**src/design/aldi_pkg.sv**
```systemverilog
`timescale 1ns / 1ps
`default_nettype none
// ----------------------------------------------------------------------------
// Accelerometer low-pass double integrator: shared definitions
// Widths, register indexes, fixed-point constants, the sequencer states and
// the digit step of the divide-by-25 unit.
// ----------------------------------------------------------------------------
package aldi_pkg;

  // Configuration port
  localparam int unsigned CfgIdxW  = 2;
  localparam int unsigned CfgDataW = 31;

  localparam logic [CfgIdxW-1:0] CfgAccelOffset   = 2'd0;
  localparam logic [CfgIdxW-1:0] CfgFilterGain    = 2'd1;
  localparam logic [CfgIdxW-1:0] CfgDeadbandLevel = 2'd2;
  localparam logic [CfgIdxW-1:0] CfgWarmupSamples = 2'd3;

  // Field and register widths
  localparam int unsigned SampleW = 16;
  localparam int unsigned OffsetW = 16;
  localparam int unsigned GainW   = 17;
  localparam int unsigned DeadW   = 31;
  localparam int unsigned WarmW   = 8;
  localparam int unsigned DiffW   = 17;
  localparam int unsigned AccW    = 27;
  localparam int unsigned FiltW   = 32;
  localparam int unsigned SpeedW  = 48;
  localparam int unsigned DistW   = 56;
  localparam int unsigned PosW    = 40;
  localparam int unsigned VelW    = 32;

  // Shared multiplier and accumulator
  localparam int unsigned MulAW = 33;
  localparam int unsigned MulBW = 18;
  localparam int unsigned ProdW = 51;
  localparam int unsigned SumW  = 72;

  // Divide-by-25 unit: radix 16, one digit per cycle
  localparam int unsigned DivInW   = 48;
  localparam int unsigned DivUW    = 52;
  localparam int unsigned DivDigits = 13;
  localparam int unsigned DivCntW  = 4;
  localparam int unsigned DigitW   = 4;
  localparam int unsigned RemW     = 5;
  localparam int unsigned StepW    = 9;

  // Reset values of the configuration registers
  localparam logic [OffsetW-1:0] OffsetReset = 16'd0;
  localparam logic [GainW-1:0]   GainReset   = 17'd6554;
  localparam logic [DeadW-1:0]   DeadReset   = 31'd4588;
  localparam logic [WarmW-1:0]   WarmReset   = 8'd10;

  // Fixed-point constants
  localparam logic [GainW-1:0]   GainOne  = 17'd65536;
  localparam logic [MulAW-1:0]   AccScale = 33'd164417;  // round(0.0098 * 2^24)
  localparam logic [MulBW-1:0]   UmScale  = 18'd15625;   // 10^6 / 2^6
  localparam logic [StepW-1:0]   DivBase  = 9'd25;
  localparam logic [DivUW-1:0]   DivBias  = 52'd25 << 46;
  localparam logic [DivInW-1:0]  QuotBias = 48'd1 << 46;

  typedef enum logic [3:0] {
    ST_IDLE,
    ST_MUL_ACC,
    ST_ACC,
    ST_MUL_NEW,
    ST_FILT,
    ST_DEAD,
    ST_DV_START,
    ST_DV_WAIT,
    ST_DX_START,
    ST_DX_WAIT,
    ST_VEL_LO,
    ST_VEL_HI,
    ST_POS_LO,
    ST_POS_HI,
    ST_POS_SUM,
    ST_DONE
  } aldi_state_e;

  typedef struct packed {
    logic busy;
    logic done;
  } aldi_div_status_t;

  typedef struct packed {
    logic [DigitW-1:0] quot;
    logic [RemW-1:0]   rem;
  } aldi_dstep_t;

  // One radix-16 digit of a division by 25: the partial remainder is below 25,
  // so the partial dividend is below 400 and the digit below 16.
  function automatic aldi_dstep_t div25_step(logic [StepW-1:0] part);
    aldi_dstep_t       res;
    logic [DigitW-1:0] qd;
    logic [StepW-1:0]  sub;
    qd = '0;
    for (int k = 1; k < 16; k++) begin
      if (part >= StepW'(25 * k)) begin
        qd = DigitW'(k);
      end
    end
    sub      = StepW'(DivBase * {5'b0, qd});
    res.quot = qd;
    res.rem  = RemW'(part - sub);
    return res;
  endfunction

endpackage
`default_nettype wire

```
**src/design/accel_lowpass_double_integrator_unit.sv**
```systemverilog
`timescale 1ns / 1ps
`default_nettype none
// ----------------------------------------------------------------------------
// Accelerometer low-pass double integrator
// Offset, scaling, low-pass filter, deadband and trapezoidal integration of
// one accelerometer axis into velocity and position.
// ----------------------------------------------------------------------------
// Each input word is one raw sample in milli-g. It is offset-corrected, scaled
// to m/s^2 (2^-16 units), low-pass filtered and passed through the deadband;
// after the warm-up samples it is integrated twice into velocity (2^-24 m/s)
// and position (2^-24 m), and one result word gives position in micrometres,
// velocity in micrometres per second, the filtered acceleration and a settled
// flag. One word is worked on at a time by a small sequencer around a shared
// 33 x 18 multiplier and a radix-16 divide-by-25 unit. While warming up, a
// word skips the two divisions (13 digit steps each plus start and hand-over)
// that every word goes through once integrating. The next word is accepted
// while a result still waits on the output register.
module accel_lowpass_double_integrator_unit import aldi_pkg::*; (
  input  logic                 clk_i,
  input  logic                 rst_ni,
  input  logic                 cfg_we_i,
  input  logic [CfgIdxW-1:0]   cfg_index_i,
  input  logic [CfgDataW-1:0]  cfg_data_i,
  input  logic                 in_valid_i,
  output logic                 in_stall_o,
  input  logic [SampleW-1:0]   accel_sample_i,
  output logic                 out_valid_o,
  input  logic                 out_stall_i,
  output logic [PosW-1:0]      position_um_o,
  output logic [VelW-1:0]      velocity_um_s_o,
  output logic [FiltW-1:0]     filtered_accel_o,
  output logic                 settled_o
);

  // Configuration
  logic [OffsetW-1:0] offset_q;
  logic [GainW-1:0]   gain_q;
  logic [DeadW-1:0]   dead_q;
  logic [WarmW-1:0]   warm_q;

  // Integrator state
  logic [FiltW-1:0]   fv_q;
  logic [FiltW-1:0]   pa_q;
  logic [SpeedW-1:0]  spd_q;
  logic [SpeedW-1:0]  pspd_q;
  logic [DistW-1:0]   dist_q;
  logic [WarmW-1:0]   wcnt_q;

  // Sequencer and working registers
  aldi_state_e        state_q, state_d;
  logic [DiffW-1:0]   diff_q;
  logic [AccW-1:0]    accv_q;
  logic [ProdW-1:0]   prod_q;
  logic signed [ProdW-1:0] prod_d;
  logic [SumW-1:0]    sum_q, sum_d;
  logic [FiltW-1:0]   a_q;
  logic               run_q;
  logic [VelW-1:0]    vel_w_q;

  // Output register
  logic               out_valid_q;
  logic [PosW-1:0]    pos_q;
  logic [VelW-1:0]    vel_q;
  logic [FiltW-1:0]   filt_q;
  logic               settled_q;

  // Datapath nets
  logic [MulAW-1:0]   mul_a;
  logic [MulBW-1:0]   mul_b;
  logic               div_start;
  logic [DivInW-1:0]  div_in;
  logic [DivInW-1:0]  div_q;
  aldi_div_status_t   div_st;
  logic [GainW-1:0]   g_eff, g_inv;
  logic [DiffW-1:0]   diff_d;
  logic [ProdW-1:0]   acc_rnd;
  logic [SumW-1:0]    prod_ext, prod_sh, fsum;
  logic [FiltW-1:0]   fv_sat;
  logic [FiltW:0]     mag;
  logic               dead, run_now, out_free;
  logic [FiltW:0]     asum;
  logic [DivInW-1:0]  m1, m2;
  logic [SpeedW+1:0]  ssum;
  logic [SpeedW:0]    vsum;
  logic [SpeedW-1:0]  spd_sat;
  logic [DistW:0]     dsum;
  logic [DistW-1:0]   dist_sat;
  logic [VelW-1:0]    vel_sat;
  logic [PosW-1:0]    pos_sat;

  aldi_div25 u_div (
    .clk_i      (clk_i),
    .rst_ni     (rst_ni),
    .start_i    (div_start),
    .dividend_i (div_in),
    .status_o   (div_st),
    .quotient_o (div_q)
  );

  // ---------------------------------------------------------------- datapath
  assign g_eff   = (gain_q > GainOne) ? GainOne : gain_q;
  assign g_inv   = GainOne - g_eff;
  assign diff_d  = {accel_sample_i[SampleW-1], accel_sample_i}
                 - {offset_q[OffsetW-1], offset_q};
  assign prod_d  = $signed(mul_a) * $signed(mul_b);
  assign acc_rnd = prod_q + ProdW'(128);
  assign prod_ext = {{(SumW - ProdW){prod_q[ProdW-1]}}, prod_q};
  assign prod_sh  = {prod_ext[SumW-29:0], 28'b0};
  assign fsum     = sum_q + prod_ext;
  assign out_free = !out_valid_q || !out_stall_i;
  assign run_now  = (wcnt_q >= warm_q);

  // Filter output, saturated after dropping 16 fraction bits
  always_comb begin
    if ((&fsum[SumW-1:47]) || !(|fsum[SumW-1:47])) begin
      fv_sat = fsum[47:16];
    end else begin
      fv_sat = fsum[SumW-1] ? {1'b1, {(FiltW-1){1'b0}}} : {1'b0, {(FiltW-1){1'b1}}};
    end
  end

  assign mag  = fv_q[FiltW-1] ? ((FiltW+1)'(0) - {1'b1, fv_q}) : {1'b0, fv_q};
  assign dead = (mag <= {2'b0, dead_q});

  // Velocity step: floor((64 s + 25) / 50) equals floor((32 s + 12) / 25)
  assign asum = {a_q[FiltW-1], a_q} + {pa_q[FiltW-1], pa_q};
  assign m1   = {{10{asum[FiltW]}}, asum, 5'b0} + DivInW'(12);

  // Position step: floor(n / 200) equals floor(floor(n / 8) / 25)
  assign ssum = {{2{spd_q[SpeedW-1]}}, spd_q} + {{2{pspd_q[SpeedW-1]}}, pspd_q}
              + (SpeedW+2)'(100);
  assign m2   = {ssum[SpeedW+1], ssum[SpeedW+1:3]};

  assign vsum = {spd_q[SpeedW-1], spd_q} + {div_q[DivInW-1], div_q};
  always_comb begin
    if (vsum[SpeedW] == vsum[SpeedW-1]) begin
      spd_sat = vsum[SpeedW-1:0];
    end else begin
      spd_sat = vsum[SpeedW] ? {1'b1, {(SpeedW-1){1'b0}}} : {1'b0, {(SpeedW-1){1'b1}}};
    end
  end

  assign dsum = {dist_q[DistW-1], dist_q} + {{(DistW+1-DivInW){div_q[DivInW-1]}}, div_q};
  always_comb begin
    if (dsum[DistW] == dsum[DistW-1]) begin
      dist_sat = dsum[DistW-1:0];
    end else begin
      dist_sat = dsum[DistW] ? {1'b1, {(DistW-1){1'b0}}} : {1'b0, {(DistW-1){1'b1}}};
    end
  end

  // Micrometre conversions: round(value * 15625 / 2^18), then saturate
  always_comb begin
    if ((&sum_q[SumW-1:49]) || !(|sum_q[SumW-1:49])) begin
      vel_sat = sum_q[49:18];
    end else begin
      vel_sat = sum_q[SumW-1] ? {1'b1, {(VelW-1){1'b0}}} : {1'b0, {(VelW-1){1'b1}}};
    end
    if ((&sum_q[SumW-1:57]) || !(|sum_q[SumW-1:57])) begin
      pos_sat = sum_q[57:18];
    end else begin
      pos_sat = sum_q[SumW-1] ? {1'b1, {(PosW-1){1'b0}}} : {1'b0, {(PosW-1){1'b1}}};
    end
  end

  // Accumulator: starts the filter sum from a rounding constant; the wide
  // products come in two halves, the upper half weighted by 2^28.
  always_comb begin
    case (state_q)
      ST_MUL_NEW: sum_d = prod_ext + SumW'(32768);
      ST_VEL_HI:  sum_d = prod_ext + SumW'(131072);
      ST_POS_LO:  sum_d = sum_q + prod_sh;
      ST_POS_HI:  sum_d = prod_ext + SumW'(131072);
      ST_POS_SUM: sum_d = sum_q + prod_sh;
      default:    sum_d = sum_q;
    endcase
  end

  // -------------------------------------------------------------- sequencer
  always_comb begin
    state_d = state_q;
    unique case (state_q)
      ST_IDLE:     if (in_valid_i) state_d = ST_MUL_ACC;
      ST_MUL_ACC:  state_d = ST_ACC;
      ST_ACC:      state_d = ST_MUL_NEW;
      ST_MUL_NEW:  state_d = ST_FILT;
      ST_FILT:     state_d = ST_DEAD;
      ST_DEAD:     state_d = run_now ? ST_DV_START : ST_VEL_LO;
      ST_DV_START: state_d = ST_DV_WAIT;
      ST_DV_WAIT:  if (div_st.done) state_d = ST_DX_START;
      ST_DX_START: state_d = ST_DX_WAIT;
      ST_DX_WAIT:  if (div_st.done) state_d = ST_VEL_LO;
      ST_VEL_LO:   state_d = ST_VEL_HI;
      ST_VEL_HI:   state_d = ST_POS_LO;
      ST_POS_LO:   state_d = ST_POS_HI;
      ST_POS_HI:   state_d = ST_POS_SUM;
      ST_POS_SUM:  state_d = ST_DONE;
      ST_DONE:     if (out_free) state_d = ST_IDLE;
      default:     state_d = ST_IDLE;
    endcase
  end

  always_comb begin
    mul_a      = '0;
    mul_b      = '0;
    div_start  = 1'b0;
    div_in     = '0;
    in_stall_o = (state_q != ST_IDLE);
    unique case (state_q)
      ST_MUL_ACC: begin
        mul_a = AccScale;
        mul_b = {diff_q[DiffW-1], diff_q};
      end
      ST_ACC: begin
        mul_a = {fv_q[FiltW-1], fv_q};
        mul_b = {1'b0, g_inv};
      end
      ST_MUL_NEW: begin
        mul_a = {{(MulAW - AccW){accv_q[AccW-1]}}, accv_q};
        mul_b = {1'b0, g_eff};
      end
      ST_DV_START: begin
        div_start = 1'b1;
        div_in    = m1;
      end
      ST_DX_START: begin
        div_start = 1'b1;
        div_in    = m2;
      end
      ST_VEL_LO: begin
        mul_a = {5'b0, spd_q[27:0]};
        mul_b = UmScale;
      end
      ST_VEL_HI: begin
        mul_a = {{13{spd_q[SpeedW-1]}}, spd_q[SpeedW-1:28]};
        mul_b = UmScale;
      end
      ST_POS_LO: begin
        mul_a = {5'b0, dist_q[27:0]};
        mul_b = UmScale;
      end
      ST_POS_HI: begin
        mul_a = {{5{dist_q[DistW-1]}}, dist_q[DistW-1:28]};
        mul_b = UmScale;
      end
      default: ;
    endcase
  end

  // ------------------------------------------------------ control registers
  always_ff @(posedge clk_i or negedge rst_ni) begin
    if (!rst_ni) begin
      state_q     <= ST_IDLE;
      out_valid_q <= 1'b0;
      offset_q    <= OffsetReset;
      gain_q      <= GainReset;
      dead_q      <= DeadReset;
      warm_q      <= WarmReset;
      fv_q        <= '0;
      pa_q        <= '0;
      spd_q       <= '0;
      pspd_q      <= '0;
      dist_q      <= '0;
      wcnt_q      <= '0;
    end else begin
      state_q <= state_d;
      if (cfg_we_i) begin
        unique case (cfg_index_i)
          CfgAccelOffset:   offset_q <= cfg_data_i[OffsetW-1:0];
          CfgFilterGain:    gain_q   <= cfg_data_i[GainW-1:0];
          CfgDeadbandLevel: dead_q   <= cfg_data_i[DeadW-1:0];
          CfgWarmupSamples: warm_q   <= cfg_data_i[WarmW-1:0];
          default: ;
        endcase
      end
      if (state_q == ST_FILT) begin
        fv_q <= fv_sat;
      end
      // Inside the deadband the speed is cleared even during warm-up.
      if (state_q == ST_DEAD) begin
        if (dead) begin
          spd_q <= '0;
        end
        if (!run_now) begin
          wcnt_q <= wcnt_q + 1'b1;
        end
      end
      if (state_q == ST_DV_WAIT && div_st.done) begin
        spd_q <= spd_sat;
        pa_q  <= a_q;
      end
      if (state_q == ST_DX_WAIT && div_st.done) begin
        dist_q <= dist_sat;
        pspd_q <= spd_q;
      end
      if (state_q == ST_DONE && out_free) begin
        out_valid_q <= 1'b1;
      end else if (!out_stall_i) begin
        out_valid_q <= 1'b0;
      end
    end
  end

  // ------------------------------------------------------ working registers
  always_ff @(posedge clk_i) begin
    prod_q <= prod_d;
    sum_q  <= sum_d;
    if (in_valid_i && !in_stall_o) begin
      diff_q <= diff_d;
    end
    if (state_q == ST_ACC) begin
      accv_q <= acc_rnd[AccW+7:8];
    end
    if (state_q == ST_DEAD) begin
      a_q   <= dead ? '0 : fv_q;
      run_q <= run_now;
    end
    if (state_q == ST_POS_HI) begin
      vel_w_q <= vel_sat;
    end
    if (state_q == ST_DONE && out_free) begin
      pos_q     <= pos_sat;
      vel_q     <= vel_w_q;
      filt_q    <= a_q;
      settled_q <= run_q;
    end
  end

  assign out_valid_o      = out_valid_q;
  assign position_um_o    = pos_q;
  assign velocity_um_s_o  = vel_q;
  assign filtered_accel_o = filt_q;
  assign settled_o        = settled_q;

  // ------------------------------------------------------------- assertions
  a_accept_starts: assert property (@(posedge clk_i) disable iff (!rst_ni)
    in_valid_i && !in_stall_o |=> state_q == ST_MUL_ACC)
    else $error("accepted word did not start the sequence");

  a_div_done_waited: assert property (@(posedge clk_i) disable iff (!rst_ni)
    div_st.done |-> (state_q == ST_DV_WAIT || state_q == ST_DX_WAIT))
    else $error("divider finished while nothing waited for it");

  a_idle_div_quiet: assert property (@(posedge clk_i) disable iff (!rst_ni)
    state_q == ST_IDLE |-> !div_st.busy)
    else $error("divider busy while the sequencer is idle");

  a_settled_warm: assert property (@(posedge clk_i) disable iff (!rst_ni)
    out_valid_o && settled_o |-> wcnt_q >= warm_q)
    else $error("settled word reported before warm-up completed");

endmodule
`default_nettype wire

```
**src/design/aldi_div25.sv**
```systemverilog
`timescale 1ns / 1ps
`default_nettype none
// ----------------------------------------------------------------------------
// Divide-by-25 unit
// Floor division of a signed 48-bit value by 25, one radix-16 digit a cycle.
// ----------------------------------------------------------------------------
module aldi_div25 import aldi_pkg::*; (
  input  logic                    clk_i,
  input  logic                    rst_ni,
  input  logic                    start_i,
  input  logic [DivInW-1:0]       dividend_i,
  output aldi_div_status_t        status_o,
  output logic [DivInW-1:0]       quotient_o
);

  localparam logic [DivCntW-1:0] DivLast = DivCntW'(DivDigits - 1);

  logic [DivUW-1:0]   u_q;
  logic [DivInW-1:0]  q_q;
  logic [RemW-1:0]    rem_q;
  logic [DivCntW-1:0] cnt_q;
  logic               busy_q;
  logic               done_q;
  aldi_dstep_t        step;

  assign step = div25_step({rem_q, u_q[DivUW-1 -: DigitW]});

  always_ff @(posedge clk_i or negedge rst_ni) begin
    if (!rst_ni) begin
      busy_q <= 1'b0;
      done_q <= 1'b0;
      cnt_q  <= '0;
    end else begin
      done_q <= 1'b0;
      if (start_i) begin
        busy_q <= 1'b1;
        cnt_q  <= '0;
      end else if (busy_q) begin
        cnt_q <= cnt_q + 1'b1;
        if (cnt_q == DivLast) begin
          busy_q <= 1'b0;
          done_q <= 1'b1;
        end
      end
    end
  end

  // A bias of 25 * 2^46 makes the dividend non-negative, so plain long
  // division gives the floor; the bias comes off the quotient as 2^46.
  always_ff @(posedge clk_i) begin
    if (start_i) begin
      u_q   <= {{(DivUW - DivInW){dividend_i[DivInW-1]}}, dividend_i} + DivBias;
      rem_q <= '0;
      q_q   <= '0;
    end else if (busy_q) begin
      u_q   <= {u_q[DivUW-DigitW-1:0], {DigitW{1'b0}}};
      rem_q <= step.rem;
      q_q   <= {q_q[DivInW-DigitW-1:0], step.quot};
    end
  end

  assign quotient_o    = q_q - QuotBias;
  assign status_o.busy = busy_q;
  assign status_o.done = done_q;

endmodule
`default_nettype wire

```
**config.mk**
```make
export PLATFORM = sky130hd
export DESIGN_NAME = accel_lowpass_double_integrator_unit
export DESIGN_NICKNAME = d
export VERILOG_FILES = /design/src/design/aldi_pkg.sv /design/src/design/accel_lowpass_double_integrator_unit.sv /design/src/design/aldi_div25.sv
export SDC_FILE = /design/constraint.sdc
export NUM_CORES = 2
export LEC_CHECK = 0
export BUFFER_PORTS_ARGS = -buffer_cell sky130_fd_sc_hd__buf_2
export CAP_MARGIN = 20
export CORE_ASPECT_RATIO = 2
export CORE_UTILIZATION = 55
export CTS_CLUSTER_DIAMETER = 60
export DETAILED_ROUTE_END_ITERATION = 16
export PLACE_DENSITY_LB_ADDON = 0.08
export SYNTH_ARGS = -nofsm -noshare
export SYNTH_HDL_FRONTEND = slang
export SYNTH_HIERARCHICAL = 1
export SYNTH_SLANG_ARGS = --single-unit
```
**constraint.sdc**
```tcl
create_clock -name clk_i -period 10.2 [get_ports clk_i]
set_clock_uncertainty 0.1 [all_clocks]
set_input_delay 2.04 -clock clk_i [delete_from_list [all_inputs] [get_ports clk_i]]
set_output_delay 2.04 -clock clk_i [all_outputs]
set_load 0.02 [all_outputs]
```
### After elaboration in Yosys (flattened, before gate mapping)

Index checks and enable logic that the tools add are counted.

| word-level totals | value |
|---|---|
| register bits | 749 |
| input bits | 54 |
| output and inout bits | 107 |
| logic and storage cells | 186 |

| cells by class | value |
|---|---|
| add/subtract/negate cells | 19 |
| multipliers | 2 |
| magnitude comparators | 18 |
| equality and inequality tests | 26 |
| mux-type cells | 53 |
| bitwise logic cells | 1 |
| reduce and logical (&&, ||, !) cells | 38 |

Operator list:

| cell | number |
|---|---|
| $mux W48 | 5 |
| $pmux W33 S7 | 1 |
| $pmux W72 S3 | 1 |
| $add A72 B72 Y72 | 2 |
| $mux W32 | 4 |
| $mux W56 | 2 |
| $mux W52 | 2 |
| $add A48 B48 Y49 | 2 |
| $pmux W48 S2 | 1 |
| $mux W4 | 21 |
| $mux W40 | 2 |
| $pmux W18 S4 | 1 |
| $pmux W4 S16 | 1 |
| $add A56 B48 Y57 | 1 |
| $add A51 B17 Y52 const B | 1 |
| $add A51 B19 Y52 const B | 1 |
| $add A52 B51 Y52 const B | 1 |
| $mul A33 B18 Y51 | 1 |
| $add A49 B8 Y50 const B | 1 |
| $sub A48 B47 Y48 const B | 1 |
| $ge A9 B8 Y1 const B | 5 |
| $ge A9 B9 Y1 const B | 5 |
| $add A38 B5 Y39 const B | 1 |
| $eq A4 B4 Y1 const B | 9 |
| 45 further kinds | 85 |

### Longest topological paths before layout

| logic depth | value |
|---|---|
| depth after elaboration | 18 |
| gate-level depth with buffers | 38 |

### Modules after synthesis

The synthesis kept the hierarchy.

Modules (own cells, without submodules):

| module | times used | cells an instance | area each (µm²) | seq. area each (µm²) |
|---|---|---|---|---|
| accel_lowpass_double_integrator_unit | 1 | 7308 | 65185.0 | 17161.5 |
| aldi_div25 | 1 | 470 | 5479.0 | 2772.7 |

### Worst setup path before layout

No wires, ideal clock.

| path | value |
|---|---|
| path kind | register to register |
| from | register state_q[1] |
| to | register prod_q[50] |
| library setup time | 0.122 ns |
| arrival time | 9.009 ns |
| path slack | 0.969 ns |
| cell stages (with the launch flop) | 35 |
| buffers on the path | 4 |
| cells stage by stage | dfrtp_1 -> clkbuf_1 -> inv_1 -> nand2_1 -> nor2_1 -> clkbuf_1 -> clkbuf_1 -> a22oi_1 -> nand3_1 -> clkbuf_1 -> nand2_1 -> fa_1 -> inv_1 -> fa_1 -> inv_1 -> fa_1 -> fa_1 -> inv_1 -> fa_1 -> inv_1 -> fa_1 -> inv_1 -> ha_1 -> a21o_1 -> a21o_1 -> a21oi_1 -> and3_1 -> a21oi_1 -> a2bb2oi_1 -> nor4_1 -> o31a_1 -> and3_1 -> a311oi_1 -> o21ai_0 -> xnor2_1 |

| on the way | value |
|---|---|
| longest elaborated chain between the ends | 4 |

Ends and longest elaborated chain:

| element | RTL line | RTL |
|---|---|---|
| from (decl) | accel_lowpass_double_integrator_unit.sv:50 | `aldi_state_e state_q, state_d;` |
| from (signal assigned) | accel_lowpass_double_integrator_unit.sv:266 | `state_q <= state_d;` |
| $eq A4 B4 Y1 | accel_lowpass_double_integrator_unit.sv:209 | `unique case (state_q)` |
| $reduce_or A4 Y1 (no line) | - |  |
| $pmux W18 S4 | accel_lowpass_double_integrator_unit.sv:209 |  |
| $mul A33 B18 Y51 (*) | accel_lowpass_double_integrator_unit.sv:105 | `assign prod_d = $signed(mul_a) * $signed(mul_b);` |
| via prod_d[50] | accel_lowpass_double_integrator_unit.sv:54 | `logic signed [ProdW-1:0] prod_d;` |
| to (signal assigned) | accel_lowpass_double_integrator_unit.sv:306 | `prod_q <= prod_d;` |
| to (decl) | accel_lowpass_double_integrator_unit.sv:53 | `logic [ProdW-1:0] prod_q;` |

Mark *: on every way through the listed nets, which the timed path passes. The rest lies on a longest branch.
A chain may end at the register's enable or synchronous reset.

### Worst setup path after layout

| path | value |
|---|---|
| from | register state_q[0] |
| to | register prod_q[50] |

The elaborated chain is that of the path after synthesis.

==> flow_summary_export.csv <==
group,metric,value,unit
clock_network,cts.path.max_buffers,3,
timing,setup_tns,0,ns
clock_network,ctsResizeCount,0,
setup_path,cp_data_required_time,10.67,ns
layout,nFillCells,11500,
timing,timing.final.crit_period,9.82,ns
clock_network,clk_pin_slew,0.06,ns
drt,drtIter0Drc,4130,
floorplanning,die-area,0.130,sq mm
timing,relSlewSlack,12.6,%
global_routing,grt-ovfl-total,0,
clock_network,cts.sinks,749,
hold_path,hold_path_class,"register to register",
global_routing,antenna_found_initial,12,
floorplanning,start_util,55.5,%
timing,worstMarginPinSlew,1.31,ns
drt,drt-met1-wl,79.9,mm
timing,rsz0062_at_grt,"no",
clock_network,cts_setup_buffers,0,
layout,final_cell_mix,"nand2_1 (1053), inv_1 (941), fa_1 (566)",
drt,wirelength,268,mm
drt,wire_per_inst,28.0,um
synthesis,yosys_warnings,6,
synthesis,synthCells,7777,
layout,fin_nets,9003,
drt,met2WireLength,134,mm
setup_path,arrival,10.29,ns
clock_network,cts_buffers,78,
drt,vias,59142,
global_routing,track_usage,41.6,%
global_routing,grt_pass1_vias,61943,
setup_path,path_max_fanout,11,
placed_design,finalWeightedCongestion,1.09,
drt,via_per_inst,6.16,
setup_path,path_class,"register to register",
floorplanning,num_rows,185,
timing,hold_violations,0,
timing,slew_viol_final,0,
clock_network,ctsHtreeMaxLevel,3,
placed_design,hpwl,215,mm
layout,synthToLayoutAreaGrowth,8.03,%
floorplanning,die_h,509,um
drt,wl_met3,15.5,mm
clock_network,cts_tree,"done",
global_routing,grt_pass1_wl,395,mm
floorplanning,fp.dieW,255,um
setup_path,critical_path.max_stage_delay,0.97,ns
placed_design,port_buffers,160,
setup_path,cpMaxStageDelayCell,"a22oi_1",
layout,drive_gt1_share,9.34,%
clock_network,cts-root-buf,"clkbuf_16",
timing,timing.final.crit_share,96.3,%
drt,dr.pass1.iters,6,
layout,final_common_cell,"nand2_1",
setup_path,crit_path_end_kind,"register",
pwr,p_leak,37.0,nW
drt,drc_errors,0,
floorplanning,ios,161,
timing,timing.fmax,0.102,GHz
timing,setup_violations,0,
run,maxCapViolCount,0,
floorplanning,core,0.127,sq mm
pwr,ir_drop,0.266,mV
synthesis,syn_area,0.0707,sq mm
setup_path,r2r_slack,0.38,ns
global_routing,grt_max_degree,85,
clock_network,clock_latency,0.71,ns
setup_path,cpMostUsedCell,"fa_1",
clock_network,cts_hold_buf,0,
drt,ant_nets,0,
drt,routed.top_layer,"met5",
timing,holdWs,0.320,ns
synthesis,syn_area_per_cell,9.09,sq um
setup_path,worstSetupStartpointType,"register",
pwr,power_density,303,mW/mm^2
outcome,status,"finished, final reports clean",
[where the power goes]
group	total [W]	switching [W]	leakage (nW)	internal (W)
Sequential	0.00550	0.00122	8.14	0.00428
Combinational	0.0145	0.00940	27.6	0.00512
Clock	0.00308	0.00139	1.30	0.00170
Total	0.0231	0.0120	37.0	0.0111
[per-stage QoR]
step | instance area (sq um) | std cells | worst slack [ns] | util, % | power (W)
2_1_floorplan | 70700 | 7780 | 0.969 | - | 0.0145
3_3_place_gp | 73600 | 9446 | 0.351 | 57.8 | 0.0195
3_5_place_dp | 73600 | 9447 | 0.174 | 57.8 | 0.0197
4_1_cts | 76300 | 9593 | 0.170 | 59.9 | 0.0228
5_1_grt | 76300 | 9597 | 0.0322 | 60.0 | 0.0244
6_report | 76300 | 9601 | 0.382 | 60.0 | 0.0231
[worst paths after layout]
| kind | depth (start not counted) | from | to |
|---|---|---|---|
| min in group asynchronous | 1 | rst_ni | warm_q[0] |
| worst min register to register | 0 | vel_w_q[6] | velocity_um_s_o[6] |
| worst max register to register | 28 | state_q[0] | prod_q[50] |
| worst max-delay path | 28 | state_q[0] | prod_q[50] |
| max in group asynchronous | 2 | rst_ni | pspd_q[37] |
| worst min-delay path | 0 | vel_w_q[6] | velocity_um_s_o[6] |
[routing by layer]
| layer | up-vias | global-route usage, % |
|---|---|---|
| met5 | - | 0 |
| met4 | 12 | 48.8 |
| met3 | 1249 | 8.08 |
| met2 | 2236 | 73.4 |
| met1 | 29024 | 37.0 |
| li1 | 26621 | - |
[final cells by class]
class	instances	area [sq um]	share of cell area (%)
Timing Repair Buffer	361	2350	3.08
Clock buffer	97	2170	2.84
Multi-Input combinational cell	5715	45700	59.9
Antenna cell	5	12.5	0.0164
Clock inverter	49	531	0.695
Sequential cell	749	19900	26.1
Inverter	942	3540	4.63
Tap cell	1683	2110	2.76
[worst max-delay path: cells and delay by family (launching register included)]
kind | cells | cell delay, ns
XOR/XNOR | 1 | 0.10
AO/OA/AOI/OAI | 8 | 2.46
flip-flops | 1 | 0.54
adder cells (fa/ha/maj) | 7 | 3.20
buffers and inverters | 5 | 0.86
AND/OR/NAND/NOR | 7 | 2.36
[state kept, by name (all words and copies together), names as in the netlist, 40 cells and up]
| name | flops |
|---|---|
| u_div/q_q | 48 |
| dist_q | 56 |
| sum_q | 72 |
| u_div/u_q | 52 |
| position_um_o | 40 |
| spd_q | 48 |
| pspd_q | 48 |
| prod_q | 51 |
Power figures use the tool's default switching activity.
